--- config.mk ---
export PLATFORM = sky130hd
export DESIGN_NAME = gif_pixel_placement_top
export DESIGN_NICKNAME = d
export VERILOG_FILES = /design/src/hdl/gpp_pkg.sv /design/src/hdl/gpp_fifo.sv /design/src/hdl/gpp_front.sv /design/src/hdl/gpp_back.sv /design/src/hdl/gif_pixel_placement_top.sv
export SDC_FILE = /design/constraint.sdc
export NUM_CORES = 2
export LEC_CHECK = 0
export BUFFER_PORTS_ARGS = -buffer_cell sky130_fd_sc_hd__buf_2
export CORE_MARGIN = 2
export CORE_UTILIZATION = 40
export DETAILED_ROUTE_END_ITERATION = 10
export PLACE_DENSITY = 0.56
export SLEW_MARGIN = 25
export SYNTH_ARGS = -nofsm -noshare
export SYNTH_HDL_FRONTEND = slang
export SYNTH_SLANG_ARGS = --single-unit
--- constraint.sdc ---
create_clock -name i_clk -period 20.7 [get_ports i_clk]
set_input_delay 4.14 -clock i_clk [delete_from_list [all_inputs] [get_ports i_clk]]
set_output_delay 4.14 -clock i_clk [all_outputs]
set_load 0.02 [all_outputs]
--- src/hdl/gpp_pkg.sv ---
// Shared types, register codes and helpers of the GIF pixel placement block.
package gpp_pkg;

    localparam int COORD_BITS_DEF = 16;
    localparam int CFG_IDX_W      = 4;
    localparam int CFG_DATA_W     = 32;
    localparam int QUEUE_DEPTH    = 4;

    localparam logic [CFG_IDX_W-1:0] REG_CANVAS_WIDTH      = 4'd0;
    localparam logic [CFG_IDX_W-1:0] REG_CANVAS_HEIGHT     = 4'd1;
    localparam logic [CFG_IDX_W-1:0] REG_IMAGE_ORIGIN      = 4'd2;
    localparam logic [CFG_IDX_W-1:0] REG_IMAGE_WIDTH       = 4'd3;
    localparam logic [CFG_IDX_W-1:0] REG_IMAGE_HEIGHT      = 4'd4;
    localparam logic [CFG_IDX_W-1:0] REG_BACKGROUND_INDEX  = 4'd5;
    localparam logic [CFG_IDX_W-1:0] REG_TRANSPARENT_INDEX = 4'd6;
    localparam logic [CFG_IDX_W-1:0] REG_FRAME_MODE        = 4'd7;

    localparam logic [2:0] DISP_UNSPEC     = 3'd0;
    localparam logic [2:0] DISP_NONE       = 3'd1;
    localparam logic [2:0] DISP_BACKGROUND = 3'd2;
    localparam logic [2:0] DISP_PREVIOUS   = 3'd3;

    localparam int FM_INTERLACE = 3;
    localparam int FM_FIRST     = 4;

    localparam logic [8:0] TRANSP_OFF = 9'h1FF;

    // Interlace pass boundaries: pass n ends at (h + ROUND) >> SHIFT.
    localparam logic [3:0] PASS1_ROUND = 4'd7;
    localparam logic [3:0] PASS2_ROUND = 4'd3;
    localparam logic [3:0] PASS3_ROUND = 4'd1;

    typedef struct packed {
        logic [7:0] pix_code;
        logic       frame_start;
    } t_item;

    typedef struct packed {
        logic        write_enable;
        logic [31:0] pixel_address;
        logic [7:0]  pixel_value;
        logic        out_of_bounds;
    } t_result;

    typedef struct packed {
        logic [15:0]       canvas_width;
        logic [15:0]       canvas_height;
        logic [15:0]       image_left;
        logic [15:0]       image_top;
        logic [15:0]       image_width;
        logic [15:0]       image_height;
        logic [7:0]        background_index;
        logic signed [8:0] key_index;
        logic [4:0]        frame_mode;
        logic [15:0]       p1_rows;
        logic [15:0]       p2_rows;
        logic [15:0]       p3_rows;
    } t_cfg;

    // Classified pixel handed from the front end to the address stage.
    typedef struct packed {
        logic        write_enable;
        logic        out_of_bounds;
        logic [7:0]  pixel_value;
        logic [15:0] row;
        logic [15:0] col;
    } t_mid;

    function automatic logic [15:0] pass_end(input logic [15:0] h, input logic [3:0] round,
                                             input logic [1:0] sh);
        logic [16:0] sum;
        sum = 17'(h) + 17'(round);
        return 16'(sum >> sh);
    endfunction

endpackage

--- src/hdl/gpp_fifo.sv ---
// Small register FIFO with the head word shown combinationally.
module gpp_fifo #(
    parameter int WIDTH = 8,
    parameter int DEPTH = gpp_pkg::QUEUE_DEPTH
) (
    input  logic             i_clk,
    input  logic             i_rst_n,
    input  logic             i_push,
    input  logic [WIDTH-1:0] i_data,
    output logic             o_full,
    input  logic             i_pop,
    output logic [WIDTH-1:0] o_data,
    output logic             o_empty
);
    localparam int PW = (DEPTH > 1) ? $clog2(DEPTH) : 1;
    localparam int CW = $clog2(DEPTH + 1);

    logic [WIDTH-1:0] r_mem [DEPTH];
    logic [PW-1:0]    r_wr, n_wr;
    logic [PW-1:0]    r_rd, n_rd;
    logic [CW-1:0]    r_count, n_count;
    logic             push_ok, pop_ok;

    assign o_full  = (r_count == CW'(DEPTH));
    assign o_empty = (r_count == '0);
    assign o_data  = r_mem[r_rd];
    assign push_ok = i_push && !o_full;
    assign pop_ok  = i_pop && !o_empty;

    always_comb begin
        n_wr    = r_wr;
        n_rd    = r_rd;
        n_count = r_count;
        if (push_ok) begin
            n_wr = (r_wr == PW'(DEPTH - 1)) ? '0 : r_wr + 1'b1;
        end
        if (pop_ok) begin
            n_rd = (r_rd == PW'(DEPTH - 1)) ? '0 : r_rd + 1'b1;
        end
        case ({push_ok, pop_ok})
            2'b10:   n_count = r_count + 1'b1;
            2'b01:   n_count = r_count - 1'b1;
            default: n_count = r_count;
        endcase
    end

    always_ff @(posedge i_clk) begin
        if (!i_rst_n) begin
            r_wr    <= '0;
            r_rd    <= '0;
            r_count <= '0;
        end else begin
            r_wr    <= n_wr;
            r_rd    <= n_rd;
            r_count <= n_count;
        end
    end

    always_ff @(posedge i_clk) begin
        if (push_ok) begin
            r_mem[r_wr] <= i_data;
        end
    end

`ifndef SYNTHESIS
    a_count_bound: assert property (@(posedge i_clk) disable iff (!i_rst_n)
        r_count <= CW'(DEPTH))
        else $error("fifo count above depth");
    a_no_push_full: assert property (@(posedge i_clk) disable iff (!i_rst_n)
        !(i_push && o_full))
        else $error("push into a full fifo");
    a_full_not_empty: assert property (@(posedge i_clk) disable iff (!i_rst_n)
        !(o_full && o_empty))
        else $error("fifo reports full and empty at once");
`endif

endmodule

--- src/hdl/gpp_front.sv ---
// Front end: pixel counters, interlace row mapping, bounds check and write rules.
module gpp_front #(
    parameter int COORD_BITS = gpp_pkg::COORD_BITS_DEF
) (
    input  logic            i_clk,
    input  logic            i_rst_n,
    input  gpp_pkg::t_cfg   i_cfg,
    input  logic            i_push,
    input  gpp_pkg::t_item  i_item,
    output logic            o_full,
    output logic            o_push,
    output gpp_pkg::t_mid   o_mid,
    input  logic            i_mid_full
);
    import gpp_pkg::*;

    localparam int CW1  = COORD_BITS + 1;
    localparam int MAPW = COORD_BITS + 3;
    localparam int ROWW = ((MAPW > 16) ? MAPW : 16) + 1;

    logic [COORD_BITS-1:0] r_col, n_col;
    logic [COORD_BITS-1:0] r_row, n_row;
    logic                  r_a_valid, n_a_valid;
    logic [7:0]            r_a_color;
    logic [COORD_BITS-1:0] r_a_col;
    logic [COORD_BITS-1:0] r_a_row;

    logic                  accept;
    logic [COORD_BITS-1:0] col_use, row_use;
    logic [CW1-1:0]        col_inc;
    logic                  wrap;

    logic [15:0]           r16;
    logic [MAPW-1:0]       mapped;
    logic [ROWW-1:0]       row_full;
    logic [16:0]           col_full;
    logic                  oob, transp, first, we;
    logic [7:0]            val;

    assign o_full    = r_a_valid && i_mid_full;
    assign accept    = i_push && !o_full;
    assign o_push    = r_a_valid && !i_mid_full;
    assign n_a_valid = accept || (r_a_valid && i_mid_full);

    // Counter update for the accepted pixel.
    always_comb begin
        col_use = i_item.frame_start ? '0 : r_col;
        row_use = i_item.frame_start ? '0 : r_row;
        col_inc = CW1'(col_use) + CW1'(1);
        wrap    = 17'(col_inc) >= 17'(i_cfg.image_width);
        n_col   = wrap ? '0 : col_inc[COORD_BITS-1:0];
        n_row   = wrap ? row_use + COORD_BITS'(1) : row_use;
    end

    always_ff @(posedge i_clk) begin
        if (!i_rst_n) begin
            r_col     <= '0;
            r_row     <= '0;
            r_a_valid <= 1'b0;
        end else begin
            r_a_valid <= n_a_valid;
            if (accept) begin
                r_col <= n_col;
                r_row <= n_row;
            end
        end
    end

    always_ff @(posedge i_clk) begin
        if (accept) begin
            r_a_color <= i_item.pix_code;
            r_a_col   <= col_use;
            r_a_row   <= row_use;
        end
    end

    // Classification of the held pixel.
    always_comb begin
        r16 = 16'(r_a_row);
        if (!i_cfg.frame_mode[FM_INTERLACE]) begin
            mapped = MAPW'(r_a_row);
        end else if (r16 < i_cfg.p1_rows) begin
            mapped = MAPW'(r_a_row) << 3;
        end else if (r16 < i_cfg.p2_rows) begin
            mapped = (MAPW'(r16 - i_cfg.p1_rows) << 3) + MAPW'(4);
        end else if (r16 < i_cfg.p3_rows) begin
            mapped = (MAPW'(r16 - i_cfg.p2_rows) << 2) + MAPW'(2);
        end else begin
            mapped = (MAPW'(r16 - i_cfg.p3_rows) << 1) + MAPW'(1);
        end

        row_full = ROWW'(i_cfg.image_top) + ROWW'(mapped);
        col_full = 17'(i_cfg.image_left) + 17'(r_a_col);
        oob      = (row_full >= ROWW'(i_cfg.canvas_height)) ||
                   (col_full >= 17'(i_cfg.canvas_width));
        transp   = !i_cfg.key_index[8] &&
                   (r_a_color == i_cfg.key_index[7:0]);
        first    = i_cfg.frame_mode[FM_FIRST];

        we  = 1'b0;
        val = '0;
        case (i_cfg.frame_mode[2:0])
            DISP_UNSPEC, DISP_NONE: begin
                if (!transp) begin
                    we  = 1'b1;
                    val = r_a_color;
                end else if (first) begin
                    we  = 1'b1;
                    val = i_cfg.background_index;
                end
            end
            DISP_BACKGROUND: begin
                we  = 1'b1;
                val = transp ? i_cfg.background_index : r_a_color;
            end
            DISP_PREVIOUS: begin
                if (first) begin
                    we  = 1'b1;
                    val = transp ? i_cfg.background_index : r_a_color;
                end else if (!transp) begin
                    we  = 1'b1;
                    val = r_a_color;
                end
            end
            default: begin
                we  = 1'b0;
                val = '0;
            end
        endcase
        if (oob) begin
            we  = 1'b0;
            val = '0;
        end

        o_mid.write_enable  = we;
        o_mid.out_of_bounds = oob;
        o_mid.pixel_value   = val;
        o_mid.row           = we ? row_full[15:0] : '0;
        o_mid.col           = we ? col_full[15:0] : '0;
    end

endmodule

--- src/hdl/gpp_back.sv ---
// Back end: frame-store address as row times canvas width plus column.
module gpp_back (
    input  logic              i_clk,
    input  logic              i_rst_n,
    input  logic [15:0]       i_canvas_width,
    input  logic              i_mid_valid,
    output logic              o_mid_pop,
    input  gpp_pkg::t_mid     i_mid,
    input  logic              i_out_full,
    output logic              o_out_push,
    output gpp_pkg::t_result  o_result
);
    import gpp_pkg::*;

    logic        r_valid, n_valid;
    logic [31:0] r_prod;
    logic [15:0] r_col;
    logic        r_we;
    logic        r_oob;
    logic [7:0]  r_val;
    logic        advance;

    assign o_out_push = r_valid && !i_out_full;
    assign advance    = !r_valid || !i_out_full;
    assign o_mid_pop  = i_mid_valid && advance;
    assign n_valid    = o_mid_pop || (r_valid && i_out_full);

    always_ff @(posedge i_clk) begin
        if (!i_rst_n) begin
            r_valid <= 1'b0;
        end else begin
            r_valid <= n_valid;
        end
    end

    always_ff @(posedge i_clk) begin
        if (o_mid_pop) begin
            r_prod <= 32'(i_mid.row) * 32'(i_canvas_width);
            r_col  <= i_mid.col;
            r_we   <= i_mid.write_enable;
            r_oob  <= i_mid.out_of_bounds;
            r_val  <= i_mid.pixel_value;
        end
    end

    // Rows and columns are zero for items without a write, so the sum is zero too.
    always_comb begin
        o_result.write_enable  = r_we;
        o_result.pixel_address = r_prod + 32'(r_col);
        o_result.pixel_value   = r_val;
        o_result.out_of_bounds = r_oob;
    end

endmodule

--- src/hdl/gif_pixel_placement_top.sv ---
// Top level of the GIF pixel placement block: registers, queues, front and back end.
// Path: front stage register, classified-pixel queue, back-end register, result queue.
// Throughput: one item per cycle while full is low, one counter update per accepted item.
// Full rises only when the classified-pixel queue is full and the front stage holds an item.
// Synchronous active-low reset clears counters, queues, valid bits and config registers at once.
// There is no clearing pass: the block accepts items in the first cycle after reset.
module gif_pixel_placement_top #(
    parameter int COORD_BITS = gpp_pkg::COORD_BITS_DEF
) (
    input  logic                             i_clk,
    input  logic                             i_rst_n,
    input  logic                             push,
    output logic                             full,
    input  gpp_pkg::t_item                   i_item,
    output logic                             empty,
    input  logic                             pop,
    output gpp_pkg::t_result                 o_result,
    input  logic                             i_cfg_valid,
    output logic                             o_cfg_ready,
    input  logic [gpp_pkg::CFG_IDX_W-1:0]    i_cfg_index,
    input  logic [gpp_pkg::CFG_DATA_W-1:0]   i_cfg_data
);
    import gpp_pkg::*;

    t_cfg    r_cfg;
    logic    cfg_write;

    logic    mid_push, mid_full, mid_pop, mid_empty;
    t_mid    mid_in, mid_out;
    logic    out_push, out_full;
    t_result back_result;

    // Configuration writes are always taken. The interlace pass limits are
    // derived from the image height when it is written, so a pixel that
    // arrives right after the write already sees them.
    assign o_cfg_ready = 1'b1;
    assign cfg_write   = i_cfg_valid && o_cfg_ready;

    always_ff @(posedge i_clk) begin
        if (!i_rst_n) begin
            r_cfg.canvas_width     <= '0;
            r_cfg.canvas_height    <= '0;
            r_cfg.image_left       <= '0;
            r_cfg.image_top        <= '0;
            r_cfg.image_width      <= '0;
            r_cfg.image_height     <= '0;
            r_cfg.background_index <= '0;
            r_cfg.key_index        <= TRANSP_OFF;
            r_cfg.frame_mode       <= '0;
            r_cfg.p1_rows          <= '0;
            r_cfg.p2_rows          <= '0;
            r_cfg.p3_rows          <= '0;
        end else if (cfg_write) begin
            case (i_cfg_index)
                REG_CANVAS_WIDTH:      r_cfg.canvas_width      <= i_cfg_data[15:0];
                REG_CANVAS_HEIGHT:     r_cfg.canvas_height     <= i_cfg_data[15:0];
                REG_IMAGE_ORIGIN: begin
                    r_cfg.image_left <= i_cfg_data[15:0];
                    r_cfg.image_top  <= i_cfg_data[31:16];
                end
                REG_IMAGE_WIDTH:       r_cfg.image_width       <= i_cfg_data[15:0];
                REG_IMAGE_HEIGHT: begin
                    r_cfg.image_height <= i_cfg_data[15:0];
                    r_cfg.p1_rows      <= pass_end(i_cfg_data[15:0], PASS1_ROUND, 2'd3);
                    r_cfg.p2_rows      <= pass_end(i_cfg_data[15:0], PASS2_ROUND, 2'd2);
                    r_cfg.p3_rows      <= pass_end(i_cfg_data[15:0], PASS3_ROUND, 2'd1);
                end
                REG_BACKGROUND_INDEX:  r_cfg.background_index  <= i_cfg_data[7:0];
                REG_TRANSPARENT_INDEX: r_cfg.key_index         <= i_cfg_data[8:0];
                REG_FRAME_MODE:        r_cfg.frame_mode        <= i_cfg_data[4:0];
                default: begin
                end
            endcase
        end
    end

    // The front end counts and classifies each item in stream order.
    gpp_front #(
        .COORD_BITS (COORD_BITS)
    ) u_front (
        .i_clk      (i_clk),
        .i_rst_n    (i_rst_n),
        .i_cfg      (r_cfg),
        .i_push     (push),
        .i_item     (i_item),
        .o_full     (full),
        .o_push     (mid_push),
        .o_mid      (mid_in),
        .i_mid_full (mid_full)
    );

    // Short queue that decouples classification from the address multiply.
    gpp_fifo #(
        .WIDTH ($bits(t_mid)),
        .DEPTH (QUEUE_DEPTH)
    ) u_mid_q (
        .i_clk   (i_clk),
        .i_rst_n (i_rst_n),
        .i_push  (mid_push),
        .i_data  (mid_in),
        .o_full  (mid_full),
        .i_pop   (mid_pop),
        .o_data  (mid_out),
        .o_empty (mid_empty)
    );

    // The back end forms the frame-store address with one registered multiply.
    gpp_back u_back (
        .i_clk          (i_clk),
        .i_rst_n        (i_rst_n),
        .i_canvas_width (r_cfg.canvas_width),
        .i_mid_valid    (!mid_empty),
        .o_mid_pop      (mid_pop),
        .i_mid          (mid_out),
        .i_out_full     (out_full),
        .o_out_push     (out_push),
        .o_result       (back_result)
    );

    // Result queue: the oldest result sits on the output ports while empty is low.
    gpp_fifo #(
        .WIDTH ($bits(t_result)),
        .DEPTH (QUEUE_DEPTH)
    ) u_out_q (
        .i_clk   (i_clk),
        .i_rst_n (i_rst_n),
        .i_push  (out_push),
        .i_data  (back_result),
        .o_full  (out_full),
        .i_pop   (pop),
        .o_data  (o_result),
        .o_empty (empty)
    );

`ifndef SYNTHESIS
    a_idle_fields_zero: assert property (@(posedge i_clk) disable iff (!i_rst_n)
        (!empty && !o_result.write_enable) |->
            (o_result.pixel_address == '0) && (o_result.pixel_value == '0))
        else $error("result without a write carries nonzero fields");
    a_oob_no_write: assert property (@(posedge i_clk) disable iff (!i_rst_n)
        (!empty && o_result.out_of_bounds) |-> !o_result.write_enable)
        else $error("off-canvas pixel issued a write");
    a_full_needs_queue: assert property (@(posedge i_clk) disable iff (!i_rst_n)
        full |-> mid_full)
        else $error("input stalled while the classified-pixel queue has room");
`endif

endmodule
==> run summary <==
IO Pins: 95
CORE AREA: 96990 sq um
crit-path max FO: 45
CTS Hold Bufs: 0
drt pass-1 iters: 5
cell taking the most area after synthesis: edfxtp_1
Hold Fails Final Rpt: 0
routed length per instance: 18.89 um
fillers: 9185
reg2reg start: u_front.r16[0]$_DFFE_PP_
Synth cell types: 78
dpl cells: 4767
Final Max Tran Viols: 0
reg2reg path depth: 29
Post-synth top cells: 437 x nand2_1, 434 x edfxtp_1, 371 x inv_1
Die Ht: 317.5 um
clock slew at reported path FFs: 60 ps
Syn Nets: 4042
drt total wl: 92620 um
row cnt: 114
Syn Inst Count: 3529
IO buf count: 93
gp weighted congestion: 0.8383
antenna violations before repair: 1
CP arrival: 9170 ps
Worst Tran Pin Value: 1032 ps
status: finished, final reports clean
initial drt markers: 1593
clk sinks: 633
Die W: 317.5 um
Max Freq: 113.6 MHz
H-tree depth: 3
setup tns final: 0 ps
Setup CP Type: register to register
CTS buffer count: 73
Yosys reg bits: 633
VDD IR-drop max: 57.59 uV
min-delay worst type: register to register
Critical Path RT: 21070 ps
Final Non-Filler Cells: 4902
top_reg_cell synth: edfxtp_1
Synth async-reset ratio: 0
CTS resizes: 0
sequential area share after synthesis: 0.4329
worst clock skew: 54.59 ps
Hold Path Depth: 2
Power per Cell Area: 93.56 nW/um^2
RSZ-0062 raised after global routing: no
Hold EP: r_cfg[94]$_SDFFE_PN0P_
worst reg2reg endpoint: u_mid_q.r_mem[0][15]$_DFFE_PP_
Pwr Total: 4.068 mW
gr usage total: 0.1849
share of cells above drive strength 1: 0.1084
remaining global-route overflow: 0
CTS Buffer Depth: 3
post-synthesis cell area: 39310 sq um
final setup fails: 0
CP startpoint kind: register
Worst setup startpoint: u_front.r16[0]$_DFFE_PP_
via-per-instance ratio: 5.221
first-pass GRT wire length: 147000 um
post-route antenna net violation count: 0
Max-Cap Viols: 0
top-count cell post-synth: nand2_1
CTS tree: done
die area: 100800 sq um
Area contributors post-synth: edfxtp_1 33%, fa_1 10%, dfxtp_1 10%, ha_1 8.3%, mux4_2 4.8%
critical path's largest stage delay: 760 ps
final worst-path cycle share: 0.4251
DRC Markers: 0
CP max-delay cell: o41ai_1
root buffer cell: clkbuf_16
post-route minimum period: 8800 ps
P&R area growth vs syn: 10.62%
vias: 25600
slew margin rel.: 0.3118
Crit. End Element: register
Initial Util: 0.4053
Synth top area share: 0.3316
post-CTS setup repair buffer count: 0
DP Wirelength: 66430 um
Post-synth EDFFs: 434
R2R Setup Slk: 11900 ps
largest net degree at the start of global routing: 102
yosys warns: 0
hold path start: r_cfg[94]$_SDFFE_PN0P_
Layout Nets: 4080
Avg Cell Area, Syn: 11.14 sq um
vias in the first global route: 25740
P_leak: 17.25 nW
clk_lat worst skew: 670 ps
## how the worst max path moves through the flow
stage / slack [ps] / to
global route: 11220 / u_mid_q.r_mem[0][15]$_DFFE_PP_
floorplan: 12530 / u_front.r_row[15]$_SDFFE_PN0P_
global placement: 11860 / u_front.r_row[15]$_SDFFE_PN0P_
CTS: 11890 / u_mid_q.r_mem[0][15]$_DFFE_PP_
detailed placement: 11780 / u_front.r_row[11]$_SDFFE_PN0P_
finish: 11900 / u_mid_q.r_mem[0][15]$_DFFE_PP_
## kinds of logic after synthesis
kind of cell	Yosys count	synth area share
DFF	633	0.4329
and+or+nand+nor	1079	0.1412
buffers and inverters	539	0.05223
muxes	126	0.05886
AOI/OAI and AO/OA	528	0.09311
xor gates and xnor gates	160	0.03565
other	1	0.00009540
adders and majority gates	463	0.1860
## worst max-delay path: cells and delay by family (launching register included)
| kind | cells | cell delay, ps |
|---|---|---|
| mux | 1 | 300 |
| compound gates | 14 | 3810 |
| xor+xnor | 1 | 230 |
| simple gates | 6 | 1940 |
| flops | 1 | 360 |
| fa+ha+maj | 4 | 1210 |
| buf+inv | 3 | 620 |
## where the power goes
part / leakage (nW) / internal [mW] / switching [mW]
Combinational: 10.4 / 0.400 / 0.677
Clock: 1.16 / 0.734 / 0.541
Sequential: 5.69 / 1.64 / 0.0717
## through the flow
step                area, sq um  setup slack (ps)    util  hold WS, ps
floorplan                 39310             12530       -        436.4
global route              43480             11220  0.4483        486.2
finish                    43480             11900  0.4483        463.3
detailed placement        41060             11780  0.4233        460.9
global placement          41040             11860  0.4232        452.9
CTS                       43450             11890  0.4480        469.5
## per-layer routing
layer | GRT usage | vias up | share of wire
li1 | - | 12360 | -
met1 | 0.2567 | 12610 | 0.47
met2 | 0.3008 | 489 | 0.46
met3 | 0.02832 | 132 | 0.044
met4 | 0.05238 | 0 | 0.023
met5 | 0 | - | 0
## cell usage in the layout (no fill, tap or decap), types with 54 or more instances in the layout
cell type / instances
o21ai_0: 88
nor2b_1: 96
xnor2_1: 103
dfxtp_1: 195
clkbuf_16: 74
mux4_2: 84
xor2_1: 57
inv_1: 371
and2_1: 126
nand3_1: 85
a21oi_1: 99
edfxtp_1: 434
nor2_1: 106
buf_2: 92
fa_1: 202
nand2_1: 437
a21o_1: 54
ha_1: 261
a21boi_0: 91
## registers in the layout, summed over array words and instances (netlist names), named ones only
signal,count
u_back.r_val,8
u_back.r_we,1
u_front.r_col,16
u_out_q.r_mem,168
r_cfg,147
u_back.r_col,16
u_mid_q.r_wr,2
u_front.r_a_valid,1
u_back.r_prod,32
u_front.r_a_col,16
u_out_q.r_count,3
u_back.r_oob,1
u_front.r16,16
u_back.r_valid,1
u_mid_q.r_rd,2
u_out_q.r_rd,2
u_front.r_row,16
u_front.r_a_color,8
u_mid_q.r_mem,168
u_mid_q.r_count,3
u_out_q.r_wr,2
## area by class of cell
class / instances / area, sq um / share of cell area
flip-flops and latches: 633 / 17020 / 0.3915
clock buffers: 90 / 1922 / 0.04420
repair buffers: 130 / 769.5 / 0.01770
well taps: 1276 / 1597 / 0.03672
diodes: 1 / 2.502 / 0.00005755
inverters: 372 / 1396 / 0.03211
clock inverters: 43 / 470.5 / 0.01082
multi-input cells: 2357 / 20300 / 0.4669
(Power assumes the default switching activity.)
